## src/dq_pkg.sv

```systemverilog
`timescale 1ns / 1ps
// ----------------------------------------------------------------------------
// dq_pkg
// Shared types and constants for the double-ended queue: command and status
// codes, sequencer states and the request/result bundles between modules.
// ----------------------------------------------------------------------------
package dq_pkg;

    localparam int DATA_W = 32;
    localparam int POS_W  = 7;
    localparam int CNT_W  = 7;
    localparam int CMD_W  = 3;
    localparam int STS_W  = 2;

    typedef enum logic [CMD_W-1:0] {
        CMD_PUSH_BACK  = 3'd0,
        CMD_PUSH_FRONT = 3'd1,
        CMD_POP_BACK   = 3'd2,
        CMD_POP_FRONT  = 3'd3,
        CMD_READ       = 3'd4,
        CMD_FIND       = 3'd5
    } cmd_t;

    typedef enum logic [STS_W-1:0] {
        ST_OK    = 2'd0,
        ST_EMPTY = 2'd1,
        ST_FULL  = 2'd2,
        ST_RANGE = 2'd3
    } status_t;

    typedef enum logic [2:0] {
        S_IDLE,
        S_EXEC,
        S_RDWAIT,
        S_FIND,
        S_RESP
    } state_t;

    typedef struct packed {
        logic               start;
        cmd_t               cmd;
        logic [DATA_W-1:0]  data;
        logic [POS_W-1:0]   pos;
    } request_t;

    typedef struct packed {
        logic               valid;
        logic [DATA_W-1:0]  value;
        logic [POS_W-1:0]   found;
        status_t            status;
        logic [CNT_W-1:0]   count;
    } result_t;

endpackage

```

## src/double_ended_queue.sv

```systemverilog
`timescale 1ns / 1ps
// ----------------------------------------------------------------------------
// double_ended_queue
// Bounded double-ended queue of signed values in a circular slot store.
// ----------------------------------------------------------------------------
// One command is worked on at a time; s_tready is high only while the
// sequencer is idle. Pushes, unknown commands and failed pops or reads go
// from S_EXEC straight to S_RESP, pops and reads that return a value pass
// through S_RDWAIT first, and a find stays in S_FIND for each stored entry
// it compares (up to the element count). The find length is set by the
// single read port of the slot memory, scanned one entry per cycle through
// one comparator. Each result goes to an output register, so a new command
// is accepted while the previous result still waits for m_tready. The slot
// store needs no clearing after reset.
module double_ended_queue #(
    parameter int DEPTH       = 64,
    parameter int VALUE_WIDTH = 32
) (
    input  logic        aclk,
    input  logic        aresetn,
    input  logic        s_tvalid,
    output logic        s_tready,
    input  logic [39:0] s_tdata,   // data_value[31:0], position[38:32], pad[39]
    input  logic [2:0]  s_tuser,   // command[2:0]
    output logic        m_tvalid,
    input  logic        m_tready,
    output logic [47:0] m_tdata    // result_value[31:0], found_position[38:32],
                                   // status[40:39], element_count[47:41]
);

    dq_pkg::request_t req;
    dq_pkg::result_t  res;
    logic             ready;
    logic             out_free;

    logic                     mem_we;
    logic [$clog2(DEPTH)-1:0] mem_waddr;
    logic [VALUE_WIDTH-1:0]   mem_wdata;
    logic                     mem_re;
    logic [$clog2(DEPTH)-1:0] mem_raddr;
    logic [VALUE_WIDTH-1:0]   mem_rdata;

    logic        m_tvalid_reg, m_tvalid_next;
    logic [47:0] m_tdata_reg;

    assign s_tready  = ready;
    assign req.start = s_tvalid && ready;
    assign req.cmd   = dq_pkg::cmd_t'(s_tuser);
    assign req.data  = s_tdata[31:0];
    assign req.pos   = s_tdata[38:32];

    assign out_free = !m_tvalid_reg || m_tready;

    always_comb begin
        m_tvalid_next = m_tvalid_reg;
        if (res.valid) begin
            m_tvalid_next = 1'b1;
        end else if (m_tready) begin
            m_tvalid_next = 1'b0;
        end
    end

    always_ff @(posedge aclk) begin
        if (!aresetn) begin
            m_tvalid_reg <= 1'b0;
        end else begin
            m_tvalid_reg <= m_tvalid_next;
        end
    end

    always_ff @(posedge aclk) begin
        if (res.valid) begin
            m_tdata_reg <= {res.count, res.status, res.found, res.value};
        end
    end

    assign m_tvalid = m_tvalid_reg;
    assign m_tdata  = m_tdata_reg;

    dq_ctrl #(
        .DEPTH       (DEPTH),
        .VALUE_WIDTH (VALUE_WIDTH)
    ) u_ctrl (
        .aclk      (aclk),
        .aresetn   (aresetn),
        .req       (req),
        .ready     (ready),
        .out_free  (out_free),
        .res       (res),
        .mem_we    (mem_we),
        .mem_waddr (mem_waddr),
        .mem_wdata (mem_wdata),
        .mem_re    (mem_re),
        .mem_raddr (mem_raddr),
        .mem_rdata (mem_rdata)
    );

    dq_mem #(
        .DEPTH (DEPTH),
        .WIDTH (VALUE_WIDTH)
    ) u_mem (
        .aclk    (aclk),
        .wr_en   (mem_we),
        .wr_addr (mem_waddr),
        .wr_data (mem_wdata),
        .rd_en   (mem_re),
        .rd_addr (mem_raddr),
        .rd_data (mem_rdata)
    );

endmodule

```

## src/dq_mem.sv

```systemverilog
`timescale 1ns / 1ps
// ----------------------------------------------------------------------------
// dq_mem
// Slot storage: one write port and one read port with registered read data.
// ----------------------------------------------------------------------------
module dq_mem #(
    parameter int DEPTH = 64,
    parameter int WIDTH = 32
) (
    input  logic                     aclk,
    input  logic                     wr_en,
    input  logic [$clog2(DEPTH)-1:0] wr_addr,
    input  logic [WIDTH-1:0]         wr_data,
    input  logic                     rd_en,
    input  logic [$clog2(DEPTH)-1:0] rd_addr,
    output logic [WIDTH-1:0]         rd_data
);

    logic [WIDTH-1:0] mem [DEPTH];
    logic [WIDTH-1:0] rd_data_reg;

    always_ff @(posedge aclk) begin
        if (wr_en) begin
            mem[wr_addr] <= wr_data;
        end
    end

    always_ff @(posedge aclk) begin
        if (rd_en) begin
            rd_data_reg <= mem[rd_addr];
        end
    end

    assign rd_data = rd_data_reg;

endmodule

```

## src/dq_ctrl.sv

```systemverilog
`timescale 1ns / 1ps
// ----------------------------------------------------------------------------
// dq_ctrl
// Command sequencer: front pointer and count, one shared slot address adder
// with wrap, and a single compare unit that the find scan steps through.
// ----------------------------------------------------------------------------
module dq_ctrl #(
    parameter int DEPTH       = 64,
    parameter int VALUE_WIDTH = 32
) (
    input  logic                     aclk,
    input  logic                     aresetn,
    input  dq_pkg::request_t         req,
    output logic                     ready,
    input  logic                     out_free,
    output dq_pkg::result_t          res,
    output logic                     mem_we,
    output logic [$clog2(DEPTH)-1:0] mem_waddr,
    output logic [VALUE_WIDTH-1:0]   mem_wdata,
    output logic                     mem_re,
    output logic [$clog2(DEPTH)-1:0] mem_raddr,
    input  logic [VALUE_WIDTH-1:0]   mem_rdata
);

    localparam int PW = $clog2(DEPTH);
    localparam int CW = $clog2(DEPTH + 1);
    localparam int LW = (CW > dq_pkg::POS_W) ? CW : dq_pkg::POS_W;
    localparam int SW = PW + 1;

    dq_pkg::state_t  state_reg, state_next;
    dq_pkg::cmd_t    cmd_reg;
    dq_pkg::status_t status_reg, status_next;

    logic [PW-1:0]             front_reg, front_next;
    logic [CW-1:0]             count_reg, count_next;
    logic [PW-1:0]             chk_reg, chk_next;
    logic [CW-1:0]             found_reg, found_next;
    logic [dq_pkg::DATA_W-1:0] value_reg, value_next;
    logic [VALUE_WIDTH-1:0]    key_reg;
    logic [dq_pkg::POS_W-1:0]  pos_reg;

    logic [VALUE_WIDTH-1:0]    key_in;
    logic [dq_pkg::DATA_W-1:0] rd_sext;
    logic [PW-1:0]             offset;
    logic [SW-1:0]             sum;
    logic [SW-1:0]             sum_wrap;
    logic [PW-1:0]             addr_wrap;
    logic [dq_pkg::POS_W-1:0]  pos_fix;
    logic [LW-1:0]             pos_ext;
    logic [LW-1:0]             count_ext;
    logic [LW-1:0]             found_ext;
    logic [LW-1:0]             pos_m1;
    logic [CW-1:0]             count_m1;
    logic [CW-1:0]             chk_p1;
    logic                      is_full;
    logic                      is_empty;
    logic                      res_valid;

    generate
        if (VALUE_WIDTH >= dq_pkg::DATA_W) begin : g_wide
            assign key_in  = VALUE_WIDTH'(req.data);
            assign rd_sext = mem_rdata[dq_pkg::DATA_W-1:0];
        end else begin : g_narrow
            assign key_in  = req.data[VALUE_WIDTH-1:0];
            assign rd_sext = {{(dq_pkg::DATA_W-VALUE_WIDTH){mem_rdata[VALUE_WIDTH-1]}},
                              mem_rdata};
        end
    endgenerate

    // shared slot address unit: front + offset, modulo DEPTH
    assign sum       = {1'b0, front_reg} + {1'b0, offset};
    assign sum_wrap  = (sum >= SW'(DEPTH)) ? (sum - SW'(DEPTH)) : sum;
    assign addr_wrap = sum_wrap[PW-1:0];

    assign pos_fix   = (pos_reg == '0) ? dq_pkg::POS_W'(1) : pos_reg;
    assign pos_ext   = LW'(pos_fix);
    assign pos_m1    = pos_ext - LW'(1);
    assign count_ext = LW'(count_reg);
    assign found_ext = LW'(found_reg);
    assign count_m1  = count_reg - CW'(1);
    assign chk_p1    = CW'(chk_reg) + CW'(1);
    assign is_full   = (count_reg >= CW'(DEPTH));
    assign is_empty  = (count_reg == '0);

    always_ff @(posedge aclk) begin
        if (!aresetn) begin
            state_reg <= dq_pkg::S_IDLE;
            front_reg <= '0;
            count_reg <= '0;
        end else begin
            state_reg <= state_next;
            front_reg <= front_next;
            count_reg <= count_next;
        end
    end

    always_ff @(posedge aclk) begin
        if (req.start) begin
            cmd_reg <= req.cmd;
            key_reg <= key_in;
            pos_reg <= req.pos;
        end
        chk_reg    <= chk_next;
        found_reg  <= found_next;
        value_reg  <= value_next;
        status_reg <= status_next;
    end

    always_comb begin
        state_next  = state_reg;
        front_next  = front_reg;
        count_next  = count_reg;
        chk_next    = chk_reg;
        found_next  = found_reg;
        value_next  = value_reg;
        status_next = status_reg;
        offset      = '0;
        mem_we      = 1'b0;
        mem_waddr   = addr_wrap;
        mem_wdata   = key_reg;
        mem_re      = 1'b0;
        mem_raddr   = addr_wrap;
        ready       = 1'b0;
        res_valid   = 1'b0;

        case (state_reg)
            dq_pkg::S_IDLE: begin
                ready = 1'b1;
                if (req.start) begin
                    state_next = dq_pkg::S_EXEC;
                end
            end
            dq_pkg::S_EXEC: begin
                value_next  = '0;
                found_next  = '0;
                status_next = dq_pkg::ST_OK;
                state_next  = dq_pkg::S_RESP;
                case (cmd_reg)
                    dq_pkg::CMD_PUSH_BACK: begin
                        offset = count_reg[PW-1:0];
                        if (is_full) begin
                            status_next = dq_pkg::ST_FULL;
                        end else begin
                            mem_we     = 1'b1;
                            count_next = count_reg + CW'(1);
                        end
                    end
                    dq_pkg::CMD_PUSH_FRONT: begin
                        offset = PW'(DEPTH - 1);
                        if (is_full) begin
                            status_next = dq_pkg::ST_FULL;
                        end else begin
                            mem_we     = 1'b1;
                            front_next = addr_wrap;
                            count_next = count_reg + CW'(1);
                        end
                    end
                    dq_pkg::CMD_POP_BACK: begin
                        offset = count_m1[PW-1:0];
                        if (is_empty) begin
                            status_next = dq_pkg::ST_EMPTY;
                        end else begin
                            mem_re     = 1'b1;
                            count_next = count_m1;
                            state_next = dq_pkg::S_RDWAIT;
                        end
                    end
                    dq_pkg::CMD_POP_FRONT: begin
                        offset    = PW'(1);
                        mem_raddr = front_reg;
                        if (is_empty) begin
                            status_next = dq_pkg::ST_EMPTY;
                        end else begin
                            mem_re     = 1'b1;
                            front_next = addr_wrap;
                            count_next = count_m1;
                            state_next = dq_pkg::S_RDWAIT;
                        end
                    end
                    dq_pkg::CMD_READ: begin
                        offset = pos_m1[PW-1:0];
                        if (is_empty) begin
                            status_next = dq_pkg::ST_EMPTY;
                        end else if (pos_ext > count_ext) begin
                            status_next = dq_pkg::ST_RANGE;
                        end else begin
                            mem_re     = 1'b1;
                            state_next = dq_pkg::S_RDWAIT;
                        end
                    end
                    dq_pkg::CMD_FIND: begin
                        if (!is_empty) begin
                            mem_re     = 1'b1;
                            chk_next   = '0;
                            state_next = dq_pkg::S_FIND;
                        end
                    end
                    default: begin
                    end
                endcase
            end
            dq_pkg::S_RDWAIT: begin
                value_next = rd_sext;
                state_next = dq_pkg::S_RESP;
            end
            dq_pkg::S_FIND: begin
                offset = chk_p1[PW-1:0];
                if (mem_rdata == key_reg) begin
                    found_next = chk_p1;
                    state_next = dq_pkg::S_RESP;
                end else if (chk_p1 == count_reg) begin
                    state_next = dq_pkg::S_RESP;
                end else begin
                    mem_re   = 1'b1;
                    chk_next = chk_p1[PW-1:0];
                end
            end
            dq_pkg::S_RESP: begin
                res_valid = out_free;
                if (out_free) begin
                    state_next = dq_pkg::S_IDLE;
                end
            end
            default: begin
                state_next = dq_pkg::S_IDLE;
            end
        endcase
    end

    assign res.valid  = res_valid;
    assign res.value  = value_reg;
    assign res.found  = found_ext[dq_pkg::POS_W-1:0];
    assign res.status = status_reg;
    assign res.count  = count_ext[dq_pkg::CNT_W-1:0];

    a_count_bound: assert property (@(posedge aclk) disable iff (!aresetn)
        count_reg <= CW'(DEPTH))
        else $error("element count above depth");

    a_front_bound: assert property (@(posedge aclk) disable iff (!aresetn)
        front_reg < PW'(DEPTH - 1) || front_reg == PW'(DEPTH - 1))
        else $error("front pointer out of range");

    a_no_write_full: assert property (@(posedge aclk) disable iff (!aresetn)
        mem_we |-> !is_full)
        else $error("slot write while full");

    a_res_needs_room: assert property (@(posedge aclk) disable iff (!aresetn)
        res.valid |-> out_free)
        else $error("result issued with output register occupied");

    a_start_exec: assert property (@(posedge aclk) disable iff (!aresetn)
        req.start |=> state_reg == dq_pkg::S_EXEC)
        else $error("accepted transaction not dispatched");

endmodule

```

## config.mk

```make
export PLATFORM = sky130hd
export DESIGN_NAME = double_ended_queue
export DESIGN_NICKNAME = d
export VERILOG_FILES = /design/src/dq_pkg.sv /design/src/double_ended_queue.sv /design/src/dq_mem.sv /design/src/dq_ctrl.sv
export SDC_FILE = /design/constraint.sdc
export NUM_CORES = 2
export LEC_CHECK = 0
export BUFFER_PORTS_ARGS = -buffer_cell sky130_fd_sc_hd__buf_4
export CAP_MARGIN = 10
export CORE_UTILIZATION = 50
export DETAILED_ROUTE_END_ITERATION = 10
export PLACE_DENSITY = 0.65
export SKIP_CTS_REPAIR_TIMING = 1
export SYNTH_ARGS = -nofsm -noshare
export SYNTH_HDL_FRONTEND = slang
export SYNTH_HIERARCHICAL = 1
export SYNTH_SLANG_ARGS = --single-unit
```

## constraint.sdc

```tcl
create_clock -name aclk -period 5.8 [get_ports aclk]
set_input_delay 1.16 -clock aclk [delete_from_list [all_inputs] [get_ports aclk]]
set_output_delay 1.16 -clock aclk [all_outputs]
set_load 0.02 [all_outputs]
```

==> impl_metrics.env <==
export IMPL_timing_hold_ws_ns=0.410
export IMPL_hold_viol=0
export IMPL_yosysWarnings=6
export IMPL_busiest_layer="met2"
export IMPL_cts_buffers=216
export IMPL_ys_types=63
export IMPL_drive_above_1_share=0.295
export IMPL_syn_to_final_growth_pct=15.2
export IMPL_finalWirelength_mm=212
export IMPL_status="finished, final reports clean"
export IMPL_cap_violations=0
export IMPL_setup_viol=0
export IMPL_worstSetupEndpointType="flop"
export IMPL_grt_usage=0.248
export IMPL_port_buffers=95
export IMPL_largest_register_ffs=2048
export IMPL_cts_sinks=2234
export IMPL_ant_nets=0
export IMPL_slew_headroom=0.211
export IMPL_synth_seq_cells=2234
export IMPL_crit_type="flop to flop"
export IMPL_via_per_inst=6.23
export IMPL_core_area_um2=170000
export IMPL_placed_cells=6188
export IMPL_hold_class="flop to flop"
export IMPL_placed_area_um2=91600
export IMPL_holdPathStages=0
export IMPL_fmax_ghz=0.179
export IMPL_synth_edf_count=2217
export IMPL_ys_seq_area_frac=0.782
export IMPL_synth_nets=3889
export IMPL_vias=41100
export IMPL_min_to="m_tdata[35]"
export IMPL_wl_per_cell_um=32.2
export IMPL_p_total_w=0.0336
export IMPL_grt_pass1_wl_mm=303
export IMPL_reg2regPathDepth=15
export IMPL_worstReg2RegEnd="u_mem/mem[35][12]"
export IMPL_fin_crit_sh=0.961
export IMPL_grt_pass1_vias=41200
export IMPL_synth_common_cells="edfxtp_1 (2217), mux4_2 (544), nor2_1 (173)"
export IMPL_antenna_found_initial=6
export IMPL_critical_path_max_fanout=27
export IMPL_crit_required_ns=6.34
export IMPL_grt_setup_unrepaired="no"
export IMPL_clkTransAtPathRegs_ns=0.06
export IMPL_yosys_area_top_type="edfxtp_1"
export IMPL_powerDensity_nw_per_um2=340
export IMPL_fp_dieArea_um2=173000
export IMPL_holdCritStartpoint="u_ctrl/found_ext[3]"
export IMPL_p_leak_nw=30.0
export IMPL_nNetsFinal=4253
export IMPL_h_tree_depth=4
export IMPL_dr_pass1_iters=7
export IMPL_reg2reg_slack_ns=0.22
export IMPL_tns_ns=0
export IMPL_initial_core_util=0.504
export IMPL_clock_latency_ns=0.87
export IMPL_grt_met1_usage=0.344
export IMPL_yosys_cell_count_top_type="edfxtp_1"
export IMPL_synthCells=3824
export IMPL_synth_main_ff_cell="edfxtp_1"
export IMPL_ios=97
export IMPL_synth_area_um2=85600
export IMPL_syn_area_per_cell_um2=22.4
export IMPL_drc=0
export IMPL_die_h_um=416
export IMPL_die_w_um=416
export IMPL_synth_top_area_frac=0.778
export IMPL_vdd_ir_drop_max_mv=0.342
export IMPL_start_kind="flop"
export IMPL_maxSlewViolCount=0
export IMPL_grt_max_degree=66
export IMPL_finalClockSkew_ns=0.0277
export IMPL_fin_crit_ns=5.58
export IMPL_overflow=0
export IMPL_worst_pin_slew_ns=1.18
export IMPL_drtIter0Drc=4978
export IMPL_synth_area_leaders="edfxtp_1 (78%), mux4_2 (14%), mux2i_1 (1.2%)"
export IMPL_rows=151
export IMPL_grt_util_met2=0.403
export IMPL_cts_tree="built"
export IMPL_r2r_start="u_ctrl/pos_reg[2]"
export IMPL_cts_root_buf="clkbuf_16"
export IMPL_hpwl_mm=122
export IMPL_met3_usage=0.0390
export IMPL_design_area_um2=98600
export IMPL_crit_arrival_ns=6.11
export IMPL_cts_max_path_buffers=3
export IMPL_final_cells=6592
export IMPL_gp_congestion=0.863
export IMPL_async_flop_share=0
## placed cells by master (no fill, tap or decap), drive strengths merged, types with 5 or more instances in the layout
cell and count:
edfxtp 2217, mux4 544, buf 350, clkbuf 253
nor2 173, clkinv 113, mux2i 99, o22ai 90
a21oi 84, xnor2 50, nand2 45, and2 39
o221ai 28, inv 25, nand4 20, bufinv 19
dfxtp 17, ha 17, nor2b 15, a22oi 13
nor3 13, nand3 12, o21ai 12, nand2b 12
a311oi 9, clkinvlp 8, or3 7, and3 7
or2 7, or3b 7, a21o 6, nand3b 6
xor2 5, o32ai 5, mux2 5, nor3b 5
## layer usage
| metal | up-vias | wire [um] |
|---|---|---|
| met1 | 22100 | 84400 |
| met2 | 1754 | 105000 |
| li1 | 16900 | - |
| met4 | 0 | 7820 |
| met5 | - | 0 |
| met3 | 299 | 15000 |
## through the flow
step                      worst slack, ns  utilization
after floorplan                     0.104            -
after global placement              0.106        0.540
after detailed placement            0.162        0.540
after CTS                           0.125        0.581
after global routing              0.00872        0.581
final                               0.225        0.581
## final cells by class
cell class | count | area, um2
diodes | 3 | 7.51
clock buffers | 253 | 5540
clock inverters | 148 | 1410
fillers | 12100 | 71000
inverters | 17 | 63.8
multi-input cells | 1369 | 18200
flip-flops and latches | 2234 | 66900
well taps | 2218 | 2780
repair buffers | 350 | 3690
## worst max-delay path by stage
stage,start,endpoint,slack (ns),depth (start not counted)
final,u_ctrl/pos_reg[2],u_mem/mem[35][12],0.22,15
after global routing,u_ctrl/pos_reg[2],u_mem/mem[21][6],0.009,17
after CTS,u_ctrl/pos_reg[2],u_mem/mem[1][6],0.12,15
after detailed placement,u_ctrl/pos_reg[2],u_mem/mem[1][15],0.16,15
after global placement,u_ctrl/pos_reg[2],u_mem/mem[1][10],0.11,15
after floorplan,u_ctrl/count_ext[0],u_mem/mem[39][0],0.10,18
## report_power, final
part / switching (W) / leakage [nW] / internal (W) / total (W)
clock network: 0.00602 / 3.38 / 0.00771 / 0.0137
logic: 0.00114 / 6.54 / 0.000671 / 0.00181
registers: 0.0000731 / 20.1 / 0.0180 / 0.0180
## kinds of logic after synthesis
family                   share of synthesized area
AO/OA/AOI/OAI                               0.0208
XOR/XNOR                                   0.00563
adder cells (fa/ha/maj)                    0.00272
buffers and inverters                       0.0122
flip-flops                                   0.782
multiplexers                                 0.155
AND/OR/NAND/NOR                             0.0214
## critical path, stage by stage, from the launching register on
cell and delay, ns:
edfxtp_1 0.50, nor4_1 0.40, a21oi_1 0.23, ha_1 0.34, o22a_1 0.13, o32ai_1 0.08, a31o_2 0.28, ha_1 0.30
a211oi_1 0.33, nor3_1 0.11, or3b_2 0.47, o31a_1 0.15, nor2_1 0.60, or3b_2 0.73, nor2_4 0.34, buf_12 0.25
Power figures use the tool's default switching activity.
